### src/rtl/core/hfl_pkg.sv
// Shared types, field widths and codes of the handle free list allocator.
package hfl_pkg;

   localparam int DEFAULT_ENTRIES = 64;

   localparam int MODE_W       = 2;
   localparam int COUNT_W      = 16;
   localparam int HANDLE_W     = 16;
   localparam int NEW_HANDLE_W = 6;
   localparam int STATUS_W     = 2;
   localparam int ERR_W        = 2;

   localparam int QUEUE_DEPTH  = 2;

   localparam logic [MODE_W-1:0] MODE_GENERATE = 2'd0;
   localparam logic [MODE_W-1:0] MODE_RELEASE  = 2'd1;
   localparam logic [MODE_W-1:0] MODE_QUERY    = 2'd2;

   localparam logic [STATUS_W-1:0] STATUS_OK        = 2'd0;
   localparam logic [STATUS_W-1:0] STATUS_INVALID   = 2'd1;
   localparam logic [STATUS_W-1:0] STATUS_NO_MEMORY = 2'd2;
   localparam logic [STATUS_W-1:0] STATUS_NOT_BOUND = 2'd3;

   localparam logic [ERR_W-1:0] ERR_NONE      = 2'd0;
   localparam logic [ERR_W-1:0] ERR_INVALID   = 2'd1;
   localparam logic [ERR_W-1:0] ERR_NO_MEMORY = 2'd2;

   typedef enum logic [1:0] {
      KIND_REPLY,
      KIND_GENERATE,
      KIND_RELEASE,
      KIND_QUERY
   } kind_type;

   typedef struct packed {
      kind_type              kind;
      logic [STATUS_W-1:0]   status;
      logic                  set_invalid;
   } cmd_ctl_type;

   typedef struct packed {
      logic init_busy;
      logic engine_idle;
   } back_stat_type;

   typedef struct packed {
      logic [NEW_HANDLE_W-1:0] new_handle;
      logic                    handle_valid;
      logic [STATUS_W-1:0]     status;
      logic                    is_bound;
      logic                    last;
      logic [ERR_W-1:0]        first_error;
   } rsp_word_type;

endpackage

### src/rtl/core/hfl_channels.sv
// Valid/ready channel interfaces for request and response words.
interface hfl_req_if;
   import hfl_pkg::*;

   logic                       valid;
   logic                       ready;
   logic [MODE_W-1:0]          mode;
   logic signed [COUNT_W-1:0]  count;
   logic [HANDLE_W-1:0]        handle;

   modport source (output valid, mode, count, handle, input ready);
   modport sink   (input valid, mode, count, handle, output ready);
endinterface

interface hfl_rsp_if;
   import hfl_pkg::*;

   logic                     valid;
   logic                     ready;
   logic [NEW_HANDLE_W-1:0]  new_handle;
   logic                     handle_valid;
   logic [STATUS_W-1:0]      status;
   logic                     is_bound;
   logic                     last;
   logic [ERR_W-1:0]         first_error;

   modport source (output valid, new_handle, handle_valid, status, is_bound, last, first_error,
                   input ready);
   modport sink   (input valid, new_handle, handle_valid, status, is_bound, last, first_error,
                   output ready);
endinterface

### src/rtl/core/hfl_front.sv
// Request decoder and short command queue in front of the allocator engine.
module hfl_front #(
   parameter int ENTRIES = hfl_pkg::DEFAULT_ENTRIES
) (
   input  logic                          clock,
   input  logic                          reset,
   hfl_req_if.sink                       req_ch,
   output logic                          cmd_valid,
   output hfl_pkg::cmd_ctl_type          cmd_ctl,
   output logic [hfl_pkg::COUNT_W-2:0]   cmd_count,
   output logic [$clog2(ENTRIES)-1:0]    cmd_index,
   input  logic                          cmd_pop
);
   import hfl_pkg::*;

   localparam int INDEX_W = $clog2(ENTRIES);
   localparam int PTR_W   = $clog2(QUEUE_DEPTH);
   localparam int FILL_W  = $clog2(QUEUE_DEPTH + 1);
   localparam logic [HANDLE_W-1:0] ENTRY_LIMIT = HANDLE_W'(ENTRIES);

   cmd_ctl_type           q_ctl_ff   [QUEUE_DEPTH];
   logic [COUNT_W-2:0]    q_count_ff [QUEUE_DEPTH];
   logic [INDEX_W-1:0]    q_index_ff [QUEUE_DEPTH];
   logic [PTR_W-1:0]      wr_ptr_ff, wr_ptr_in;
   logic [PTR_W-1:0]      rd_ptr_ff, rd_ptr_in;
   logic [FILL_W-1:0]     fill_ff, fill_in;

   cmd_ctl_type           new_ctl;
   logic                  in_range;
   logic                  push;

   // Sort the request into a direct reply or a job for the engine.
   always_comb begin
      in_range            = req_ch.handle < ENTRY_LIMIT;
      new_ctl.kind        = KIND_REPLY;
      new_ctl.status      = STATUS_OK;
      new_ctl.set_invalid = 1'b0;
      unique case (req_ch.mode)
         MODE_GENERATE: begin
            if (req_ch.count[COUNT_W-1]) begin
               new_ctl.status      = STATUS_INVALID;
               new_ctl.set_invalid = 1'b1;
            end else if (req_ch.count != '0) begin
               new_ctl.kind = KIND_GENERATE;
            end
         end
         MODE_RELEASE: begin
            if (in_range && (req_ch.handle != '0)) begin
               new_ctl.kind = KIND_RELEASE;
            end else begin
               new_ctl.status = STATUS_NOT_BOUND;
            end
         end
         MODE_QUERY: begin
            if (in_range) begin
               new_ctl.kind = KIND_QUERY;
            end
         end
         default: begin
            new_ctl.kind = KIND_REPLY;
         end
      endcase
   end

   assign req_ch.ready = fill_ff != FILL_W'(QUEUE_DEPTH);
   assign push         = req_ch.valid && req_ch.ready;

   assign cmd_valid = fill_ff != '0;
   assign cmd_ctl   = q_ctl_ff[rd_ptr_ff];
   assign cmd_count = q_count_ff[rd_ptr_ff];
   assign cmd_index = q_index_ff[rd_ptr_ff];

   always_comb begin
      wr_ptr_in = push ? wr_ptr_ff + PTR_W'(1) : wr_ptr_ff;
      rd_ptr_in = cmd_pop ? rd_ptr_ff + PTR_W'(1) : rd_ptr_ff;
      unique case ({push, cmd_pop})
         2'b10:   fill_in = fill_ff + FILL_W'(1);
         2'b01:   fill_in = fill_ff - FILL_W'(1);
         default: fill_in = fill_ff;
      endcase
   end

   always_ff @(posedge clock) begin
      if (reset) begin
         wr_ptr_ff <= '0;
         rd_ptr_ff <= '0;
         fill_ff   <= '0;
      end else begin
         wr_ptr_ff <= wr_ptr_in;
         rd_ptr_ff <= rd_ptr_in;
         fill_ff   <= fill_in;
      end
   end

   always_ff @(posedge clock) begin
      if (push) begin
         q_ctl_ff[wr_ptr_ff]   <= new_ctl;
         q_count_ff[wr_ptr_ff] <= req_ch.count[COUNT_W-2:0];
         q_index_ff[wr_ptr_ff] <= req_ch.handle[INDEX_W-1:0];
      end
   end

endmodule

### src/rtl/core/hfl_back.sv
// Allocator engine: link table, free list head, counters and response register.
module hfl_back #(
   parameter int ENTRIES = hfl_pkg::DEFAULT_ENTRIES
) (
   input  logic                          clock,
   input  logic                          reset,
   input  logic                          cmd_valid,
   input  hfl_pkg::cmd_ctl_type          cmd_ctl,
   input  logic [hfl_pkg::COUNT_W-2:0]   cmd_count,
   input  logic [$clog2(ENTRIES)-1:0]    cmd_index,
   output logic                          cmd_pop,
   output hfl_pkg::back_stat_type        back_stat,
   hfl_rsp_if.source                     rsp_ch
);
   import hfl_pkg::*;

   localparam int INDEX_W = $clog2(ENTRIES);
   localparam int LINK_W  = INDEX_W + 1;
   localparam logic [LINK_W-1:0]  BOUND_MARK = LINK_W'(ENTRIES);
   localparam logic [INDEX_W-1:0] LAST_INDEX = INDEX_W'(ENTRIES - 1);

   typedef enum logic [6:0] {
      S_INIT   = 7'b0000001,
      S_IDLE   = 7'b0000010,
      S_POP_RD = 7'b0000100,
      S_POP_WR = 7'b0001000,
      S_REV_RD = 7'b0010000,
      S_REV_WR = 7'b0100000,
      S_LOOK   = 7'b1000000
   } state_type;

   logic [LINK_W-1:0]   link_mem [ENTRIES];
   logic [LINK_W-1:0]   rd_data_ff;
   logic                mem_we;
   logic [INDEX_W-1:0]  mem_wa;
   logic [LINK_W-1:0]   mem_wd;
   logic [INDEX_W-1:0]  mem_ra;

   state_type           state_ff, state_in;
   logic [INDEX_W-1:0]  init_idx_ff, init_idx_in;
   logic [INDEX_W-1:0]  head_ff, head_in;
   logic [LINK_W-1:0]   free_ff, free_in;
   logic [ERR_W-1:0]    sticky_ff, sticky_in;
   logic [LINK_W-1:0]   left_ff, left_in;
   logic [INDEX_W-1:0]  prev_ff, prev_in;
   logic [INDEX_W-1:0]  cur_ff, cur_in;
   logic [INDEX_W-1:0]  idx_ff, idx_in;
   logic                is_rel_ff, is_rel_in;
   logic                out_valid_ff, out_valid_in;
   rsp_word_type        out_ff;

   logic                slot_free;
   logic                count_fits;
   logic                entry_bound;
   logic [INDEX_W-1:0]  next_link;
   logic                emit;
   rsp_word_type        emit_word;

   assign slot_free   = !out_valid_ff || rsp_ch.ready;
   assign count_fits  = {1'b0, cmd_count} <= COUNT_W'(free_ff);
   assign entry_bound = rd_data_ff == BOUND_MARK;
   // A link at or above the table size is taken as the end of the list.
   assign next_link   = (rd_data_ff >= BOUND_MARK) ? '0 : rd_data_ff[INDEX_W-1:0];

   always_comb begin
      state_in    = state_ff;
      init_idx_in = init_idx_ff;
      head_in     = head_ff;
      free_in     = free_ff;
      sticky_in   = sticky_ff;
      left_in     = left_ff;
      prev_in     = prev_ff;
      cur_in      = cur_ff;
      idx_in      = idx_ff;
      is_rel_in   = is_rel_ff;
      cmd_pop     = 1'b0;
      emit        = 1'b0;
      emit_word   = '0;
      mem_we      = 1'b0;
      mem_wa      = head_ff;
      mem_wd      = '0;
      mem_ra      = head_ff;

      unique case (state_ff)
         S_INIT: begin
            mem_we      = 1'b1;
            mem_wa      = init_idx_ff;
            mem_wd      = (init_idx_ff == LAST_INDEX) ? '0
                                                      : LINK_W'(init_idx_ff) + LINK_W'(1);
            init_idx_in = init_idx_ff + INDEX_W'(1);
            if (init_idx_ff == LAST_INDEX) begin
               state_in = S_IDLE;
            end
         end
         S_IDLE: begin
            mem_ra = cmd_index;
            if (cmd_valid && slot_free) begin
               cmd_pop = 1'b1;
               unique case (cmd_ctl.kind)
                  KIND_REPLY: begin
                     emit             = 1'b1;
                     emit_word.status = cmd_ctl.status;
                     emit_word.last   = 1'b1;
                     if (cmd_ctl.set_invalid && (sticky_ff == ERR_NONE)) begin
                        sticky_in = ERR_INVALID;
                     end
                  end
                  KIND_GENERATE: begin
                     if (count_fits) begin
                        left_in  = LINK_W'(cmd_count);
                        state_in = S_POP_RD;
                     end else begin
                        prev_in  = '0;
                        cur_in   = head_ff;
                        state_in = S_REV_RD;
                     end
                  end
                  KIND_RELEASE, KIND_QUERY: begin
                     idx_in    = cmd_index;
                     is_rel_in = cmd_ctl.kind == KIND_RELEASE;
                     state_in  = S_LOOK;
                  end
               endcase
            end
         end
         S_POP_RD: begin
            mem_ra = head_ff;
            if (slot_free) begin
               state_in = S_POP_WR;
            end
         end
         S_POP_WR: begin
            mem_we                 = 1'b1;
            mem_wa                 = head_ff;
            mem_wd                 = BOUND_MARK;
            emit                   = 1'b1;
            emit_word.new_handle   = NEW_HANDLE_W'(head_ff);
            emit_word.handle_valid = 1'b1;
            emit_word.last         = left_ff == LINK_W'(1);
            head_in                = next_link;
            free_in                = free_ff - LINK_W'(1);
            left_in                = left_ff - LINK_W'(1);
            state_in               = (left_ff == LINK_W'(1)) ? S_IDLE : S_POP_RD;
         end
         S_REV_RD: begin
            mem_ra = cur_ff;
            if (cur_ff == '0) begin
               head_in          = prev_ff;
               emit             = 1'b1;
               emit_word.status = STATUS_NO_MEMORY;
               emit_word.last   = 1'b1;
               if (sticky_ff == ERR_NONE) begin
                  sticky_in = ERR_NO_MEMORY;
               end
               state_in = S_IDLE;
            end else begin
               state_in = S_REV_WR;
            end
         end
         S_REV_WR: begin
            mem_we   = 1'b1;
            mem_wa   = cur_ff;
            mem_wd   = LINK_W'(prev_ff);
            prev_in  = cur_ff;
            cur_in   = next_link;
            state_in = S_REV_RD;
         end
         S_LOOK: begin
            emit           = 1'b1;
            emit_word.last = 1'b1;
            if (is_rel_ff) begin
               if (entry_bound) begin
                  mem_we  = 1'b1;
                  mem_wa  = idx_ff;
                  mem_wd  = LINK_W'(head_ff);
                  head_in = idx_ff;
                  free_in = free_ff + LINK_W'(1);
               end else begin
                  emit_word.status = STATUS_NOT_BOUND;
               end
            end else begin
               emit_word.is_bound = entry_bound;
            end
            state_in = S_IDLE;
         end
         default: begin
            state_in = S_IDLE;
         end
      endcase

      emit_word.first_error = sticky_in;
      out_valid_in = emit ? 1'b1 : (rsp_ch.ready ? 1'b0 : out_valid_ff);
   end

   always_ff @(posedge clock) begin
      if (reset) begin
         state_ff     <= S_INIT;
         init_idx_ff  <= '0;
         head_ff      <= INDEX_W'(1);
         free_ff      <= LINK_W'(ENTRIES - 1);
         sticky_ff    <= ERR_NONE;
         out_valid_ff <= 1'b0;
      end else begin
         state_ff     <= state_in;
         init_idx_ff  <= init_idx_in;
         head_ff      <= head_in;
         free_ff      <= free_in;
         sticky_ff    <= sticky_in;
         out_valid_ff <= out_valid_in;
      end
   end

   always_ff @(posedge clock) begin
      left_ff   <= left_in;
      prev_ff   <= prev_in;
      cur_ff    <= cur_in;
      idx_ff    <= idx_in;
      is_rel_ff <= is_rel_in;
      if (emit) begin
         out_ff <= emit_word;
      end
   end

   always_ff @(posedge clock) begin
      if (mem_we) begin
         link_mem[mem_wa] <= mem_wd;
      end
      rd_data_ff <= link_mem[mem_ra];
   end

   assign back_stat.init_busy   = state_ff == S_INIT;
   assign back_stat.engine_idle = state_ff == S_IDLE;

   assign rsp_ch.valid        = out_valid_ff;
   assign rsp_ch.new_handle   = out_ff.new_handle;
   assign rsp_ch.handle_valid = out_ff.handle_valid;
   assign rsp_ch.status       = out_ff.status;
   assign rsp_ch.is_bound     = out_ff.is_bound;
   assign rsp_ch.last         = out_ff.last;
   assign rsp_ch.first_error  = out_ff.first_error;

endmodule

### src/rtl/core/handle_free_list_allocator.sv
// Top level of the handle allocator over a linked free list in a table.
// Replies without table work (zero or negative count, bad handle) come straight from idle.
// Release and query read the entry's link, then reply; a batch pops one handle at a time,
// since each pop is a table read followed by a table write.
// Out of memory walks the free list once, reversing it, then replies.
// After reset a clearing pass over every entry rebuilds the chain; requests queue meanwhile.
module handle_free_list_allocator #(
   parameter int ENTRIES = hfl_pkg::DEFAULT_ENTRIES
) (
   input  logic        clock,
   input  logic        reset,
   hfl_req_if.sink     req_ch,
   hfl_rsp_if.source   rsp_ch
);
   import hfl_pkg::*;

   // The front decodes each request word and parks it in a two-word command
   // queue, so a new request is taken while the engine is still busy with a
   // batch or while a response word waits at the output.
   logic                          cmd_valid;
   cmd_ctl_type                   cmd_ctl;
   logic [COUNT_W-2:0]            cmd_count;
   logic [$clog2(ENTRIES)-1:0]    cmd_index;
   logic                          cmd_pop;
   back_stat_type                 back_stat;

   hfl_front #(
      .ENTRIES (ENTRIES)
   ) u_front (
      .clock     (clock),
      .reset     (reset),
      .req_ch    (req_ch),
      .cmd_valid (cmd_valid),
      .cmd_ctl   (cmd_ctl),
      .cmd_count (cmd_count),
      .cmd_index (cmd_index),
      .cmd_pop   (cmd_pop)
   );

   // The back end owns the link table. A generate batch pops one handle at a
   // time, a read of the head's link followed by marking it bound. When
   // the request asks for more handles than are free, the free list is
   // reversed in place, which is the same as popping everything and pushing
   // it back in pop order. Results go out through a single response register.
   hfl_back #(
      .ENTRIES (ENTRIES)
   ) u_back (
      .clock     (clock),
      .reset     (reset),
      .cmd_valid (cmd_valid),
      .cmd_ctl   (cmd_ctl),
      .cmd_count (cmd_count),
      .cmd_index (cmd_index),
      .cmd_pop   (cmd_pop),
      .back_stat (back_stat),
      .rsp_ch    (rsp_ch)
   );

`ifndef SYNTH
   a_no_dispatch_in_init: assert property (@(posedge clock) disable iff (reset)
      back_stat.init_busy |-> !cmd_pop)
      else $error("command taken during the clearing pass");

   a_no_rsp_in_init: assert property (@(posedge clock) disable iff (reset)
      back_stat.init_busy |-> !rsp_ch.valid)
      else $error("response word during the clearing pass");

   a_queue_holds: assert property (@(posedge clock) disable iff (reset)
      cmd_valid && !cmd_pop |=> cmd_valid)
      else $error("queued command lost without dispatch");

   a_pop_when_idle: assert property (@(posedge clock) disable iff (reset)
      cmd_pop |-> back_stat.engine_idle)
      else $error("command taken while the engine is busy");

   a_handle_word_ok: assert property (@(posedge clock) disable iff (reset)
      rsp_ch.valid && rsp_ch.handle_valid |-> (rsp_ch.status == STATUS_OK) && !rsp_ch.is_bound)
      else $error("handle word carries an error or query answer");
`endif

endmodule
### src/flat_wrapper.sv
// flat-port wrapper written by rule: the top's interface ports become plain ports
module handle_free_list_allocator_flat import hfl_pkg::*;
#(
   parameter int ENTRIES = hfl_pkg::DEFAULT_ENTRIES
)
  (clock, reset, req_ch_valid, req_ch_mode, req_ch_count, req_ch_handle, req_ch_ready, rsp_ch_valid, rsp_ch_new_handle, rsp_ch_handle_valid, rsp_ch_status, rsp_ch_is_bound, rsp_ch_last, rsp_ch_first_error, rsp_ch_ready);
  hfl_req_if req_ch_i ();
  hfl_rsp_if rsp_ch_i ();
  input  logic clock;
  input  logic reset;
  input wire logic [$bits(req_ch_i.valid)-1:0] req_ch_valid;
  input wire logic [$bits(req_ch_i.mode)-1:0] req_ch_mode;
  input wire logic [$bits(req_ch_i.count)-1:0] req_ch_count;
  input wire logic [$bits(req_ch_i.handle)-1:0] req_ch_handle;
  output wire logic [$bits(req_ch_i.ready)-1:0] req_ch_ready;
  output wire logic [$bits(rsp_ch_i.valid)-1:0] rsp_ch_valid;
  output wire logic [$bits(rsp_ch_i.new_handle)-1:0] rsp_ch_new_handle;
  output wire logic [$bits(rsp_ch_i.handle_valid)-1:0] rsp_ch_handle_valid;
  output wire logic [$bits(rsp_ch_i.status)-1:0] rsp_ch_status;
  output wire logic [$bits(rsp_ch_i.is_bound)-1:0] rsp_ch_is_bound;
  output wire logic [$bits(rsp_ch_i.last)-1:0] rsp_ch_last;
  output wire logic [$bits(rsp_ch_i.first_error)-1:0] rsp_ch_first_error;
  input wire logic [$bits(rsp_ch_i.ready)-1:0] rsp_ch_ready;
  assign req_ch_i.valid = req_ch_valid;
  assign req_ch_i.mode = req_ch_mode;
  assign req_ch_i.count = req_ch_count;
  assign req_ch_i.handle = req_ch_handle;
  assign req_ch_ready = req_ch_i.ready;
  assign rsp_ch_valid = rsp_ch_i.valid;
  assign rsp_ch_new_handle = rsp_ch_i.new_handle;
  assign rsp_ch_handle_valid = rsp_ch_i.handle_valid;
  assign rsp_ch_status = rsp_ch_i.status;
  assign rsp_ch_is_bound = rsp_ch_i.is_bound;
  assign rsp_ch_last = rsp_ch_i.last;
  assign rsp_ch_first_error = rsp_ch_i.first_error;
  assign rsp_ch_i.ready = rsp_ch_ready;
  handle_free_list_allocator #(.ENTRIES(ENTRIES)) u_core (.clock(clock), .reset(reset), .req_ch(req_ch_i), .rsp_ch(rsp_ch_i));
endmodule
### config.mk
export PLATFORM = sky130hd
export DESIGN_NAME = handle_free_list_allocator_flat
export DESIGN_NICKNAME = d
export VERILOG_FILES = /design/src/rtl/core/hfl_pkg.sv /design/src/rtl/core/hfl_channels.sv /design/src/rtl/core/hfl_front.sv /design/src/rtl/core/hfl_back.sv /design/src/rtl/core/handle_free_list_allocator.sv /design/src/flat_wrapper.sv
export SDC_FILE = /design/constraint.sdc
export NUM_CORES = 1
export LEC_CHECK = 0
export BUFFER_PORTS_ARGS = -buffer_cell sky130_fd_sc_hd__buf_2
export CORE_UTILIZATION = 38
export DETAILED_ROUTE_END_ITERATION = 10
export SYNTH_ARGS = -nofsm -noshare
export SYNTH_HDL_FRONTEND = slang
export SYNTH_SLANG_ARGS = --single-unit
### constraint.sdc
create_clock -name clock -period 3.3 [get_ports clock]
set_input_delay 0 -clock clock [delete_from_list [all_inputs] [get_ports clock]]
set_output_delay 0 -clock clock [all_outputs]
set_load 0.1 [all_outputs]
==> implementation parameters <==
Parameter                              Value

Clock network
  Clock sink count    580
  Root buffer cell    clkbuf_16
  TritonCTS Buffers    58
  Buffers from clock root to sink, at most    3
  TritonCTS clock tree    yes
  Total number of H-tree levels    2
  Post-CTS clock slew at the launch and capture registers of the worst setup and hold paths    0.06 ns
  Insertion delay to the later sink of the worst-skew pair    0.62 ns

Floorplan
  Number of top-level pins    53
  Die area    0.0638 mm²
  Initial Utilization    0.386
  Die outline height    253 µm
  Number of placement rows    91
  Core region area    between 0.06 and 0.07 mm²
  Width of the die    around 250 µm

Worst setup path
  Largest driver fanout on the critical path    18
  Delay of the slowest cell on the worst path    between 0.5 and 0.6 ns
  Delay-heaviest family, CP    simple AND/OR/NAND/NOR gates
  CP Buf/Inv Count    3
  CP Data Required Time    around 3.8 ns
  Crit Path Category    reg2reg
  Worst path cell trace    or3_1, or4_4, a221oi_4, buf_4, clkbuf_16, mux2i_1, o22ai_1, nor4_2, buf_4, a22o_1, mux2i_1
  Slowest-stage cell, CP    or4_4
  Crit path capture type    flop
  Arrival time at the worst endpoint    3.77 ns
  Critical Path Start Type    flop

Drt
  Total number of vias    15,700
  Number of remaining DRC errors    0
  Routed wire length per instance    21.8 µm
  Detail Route Antenna Nets    0
  Wire length reported by the detailed router    ~63 mm
  Number of violations reported at the end of detailed-routing iteration 0    1,737
  Detailed Routing Iterations Pass 1    6
  Via-per-instance ratio    ~5.4

Global route
  Via count of the first global-routing pass    15,400
  Aggregate global routing overflow    0
  Initial antenna violation count    1
  Global-route total usage across every layer    0.197
  Pin count of the biggest net entering global routing    65
  First-pass GRT wire length    94.7 mm

Yosys
  Fraction of post-synthesis cell area in the top cell type by area    0.679
  Dominant combinational cell family by area after synthesis    simple AND/OR/NAND/NOR gates
  Mean Syn Cell Area    13.7 µm²
  Netlist area before placement    between 0.02 and 0.025 mm²
  Post-synthesis async set-or-reset flop share    0
  Register bit count reported by yosys    580
  Dominant synthesized flop cell    edfxtp_1
  Xor/xnor share of the synthesized area    0.00918
  Number of instances in the synthesized netlist    ~1,700
  Cell accounting for the most synthesized area    edfxtp_1
  Count of yosys warnings during synthesis    0
  Synth area leaders    edfxtp_1, mux2i_1, nand2_1
  Sequential element share of the synthesized area    0.713
  Area share of and/or/nand/nor cells after synthesis    0.124
  Number of different library cells in the post-synthesis netlist    63
  Net Count, Synth    1,795
  Post-synthesis compound-gate area fraction    0.0622
  Fraction of the mapped netlist area in adder cells    0.00923
  Share of cell area taken by muxes after synthesis    0.0625
  Number of flops mapped to enable cells by yosys    539

Job
  Count of max-cap constraint violations    0

Final layout
  Area taken by flip-flops and latches    0.0170 mm²
  # fillers    approximately 5,400
  Leading cell type in the layout, fill and taps excluded    edfxtp_1
  Leading cell types in the layout, fill and taps excluded    edfxtp_1, nand2_1, buf_4
  Total number of nets in the final design    2,072
  Fraction of final layout cells with drive strength greater than 1    0.216
  Area Growth Syn to Fin    22.2%
  Final core utilization    0.471
  Area of combinational cells with multiple inputs    0.00672 mm²
  Number of antenna repair diodes    0

Power and ir drop
  Power share of the clock group    0.375
  P_sw    4.23 mW
  Share of total power in sequential cells    0.508
  Leakage Power    between 10 and 15 nW
  Proportion of total power due to net switching    0.247
  Power Density    587 mW/mm²
  Power Total    17.1 mW
  Maximum resistive drop on vdd    0.411 mV
  Internal cell power    12.9 mW
  Combinational Power Share    0.117

Placed design
  Count of port buffers added during placement    52
  Hpwl dp    roughly 41 mm
  Placer Congestion    0.955
  Worst slack at placement    -0.234 ns

STA
  Normalized max-slew margin    0.424
  Time the final worst path needs with I/O delays and setup    3.29 ns
  Period Utilization, post-route    0.996
  Achievable clock frequency    0.304 GHz
  Worst slew pin tran    0.861 ns
  Final count of pins violating max slew    0
  Worst Slack Setup Final    0.0126 ns
  Unrepaired setup endpoints after global routing    yes
  Final Setup Violations    0
  Worst clock skew    0.0203 ns
  Final Hold Vio Count    0

Run status
  Result of the run    complete, no violations

Min path
  Path type of the worst min-delay path    in2reg
==> power by group through the flow <==
stage               Sequential, mW  Combinational [mW]  Clock [mW]
floorplan                     8.81               0.897           0
global placement              8.85                1.87           0
detailed placement            8.85                1.90           0
CTS                           8.69                1.95        6.51
global route                  8.71                2.13        6.77
finish                        8.70                2.00        6.41
==> cells in the mapped netlist (7+ instances only) <==
cell type  instances
buf_2             19
mux2_2            16
or4_1              7
nor3b_1            9
dfxtp_1           41
buf_4             11
xor2_1            15
nand2_1          273
nor3_1            19
and2_1             8
a222oi_1           8
xnor2_1           10
nand4_1           29
nor4_1            26
ha_1              16
inv_1             21
nand2b_1           8
mux2i_1          131
a221oi_1          16
a21oi_1           85
a221o_1            9
o21ai_0           13
a31oi_1            7
or3_1              8
o22ai_1           32
o31ai_1            7
clkbuf_1          51
edfxtp_1         539
nor2_1           118
nand3_1           86
nor2b_1           18
nand3b_1           7
and3_1            13
==> stage by stage <==
step	cells	hold slack [ns]	setup TNS (ns)	area, µm²
2_1_floorplan	1740	0.0716	-0.595	23900
3_3_place_gp	2757	0.208	-9.21	26600
3_5_place_dp	2757	0.211	-6.79	26600
4_1_cts	2896	0.00345	-0.00317	28900
5_1_grt	2901	0.0601	-0.519	29100
6_report	2901	0.0247	0	29100
==> metal layers <==
| layer | vias up | GRT usage | part of all wire |
|---|---|---|---|
| met5 | - | 0 | 0 |
| met4 | 0 | 0.0703 | 0.030 |
| met3 | 102 | 0.0296 | 0.064 |
| met2 | 580 | 0.311 | 0.46 |
| met1 | 7833 | 0.277 | 0.44 |
| li1 | 7139 | - | - |
==> cell type report <==
class,instances,share of cell area
sequential,580,0.584
multi-input combinational,1054,0.231
timing repair buffer,301,0.0839
clock buffer,71,0.0528
tap,837,0.0359
clock inverter,36,0.0103
inverter,22,0.00283
==> tightest hold or removal path, stage by stage <==
cell      delay [ns]
buf_2           0.08
nor4_1          0.08
a21boi_0        0.30
==> registers in the layout (all words and copies together), names as in the netlist, 6 cells and up, named ones only <==
signal / cells
u_core.u_front.q_count_ff: 30
u_core.u_back.link_mem: 448
u_core.u_back.state_ff: 7
u_core.u_back.rsp_ch.new_handle: 6
u_core.u_back.left_ff: 7
u_core.u_back.idx_ff: 6
u_core.u_back.init_idx_ff: 6
u_core.u_front.q_ctl_ff: 10
u_core.u_back.cur_ff: 6
u_core.u_front.q_index_ff: 12
u_core.u_back.free_ff: 7
u_core.u_back.rd_data_ff: 7
u_core.u_back.head_ff: 6
u_core.u_back.prev_ff: 6
==> kinds of logic after synthesis <==
family                     after synthesis
and+or+nand+nor                        642
DFF                                    580
AOI/OAI and AO/OA                      223
muxes                                  147
buffers and inverters                  106
xor gates and xnor gates                25
adders and majority gates               17
==> final timing paths <==
| check | from | end | slack (ns) | cells after the start |
|---|---|---|---|---|
| worst max-delay path | u_core.u_back.state_ff[2] | u_core.u_back.rd_data_ff[0] | 0.01 | 11 |
| worst min-delay path | req_ch_handle[6] | u_core.u_front.q_ctl_ff[0][2] | 0.02 | 3 |
| worst max register to register | u_core.u_back.state_ff[2] | u_core.u_back.rd_data_ff[0] | 0.01 | 11 |
| worst min register to register | u_core.u_front.fill_ff[1] | u_core.u_front.fill_ff[1] | 0.51 | 2 |
==> repair_timing <==
item	in CTS	in global routing
hold buffers	32	0
endpoints found under the hold margin	75	0
buffers inserted	0	4
cloned	0	1
setup endpoints to repair	197	274
pin swaps	0	5
gates resized for setup	16	40
(Power assumes the default switching activity.)
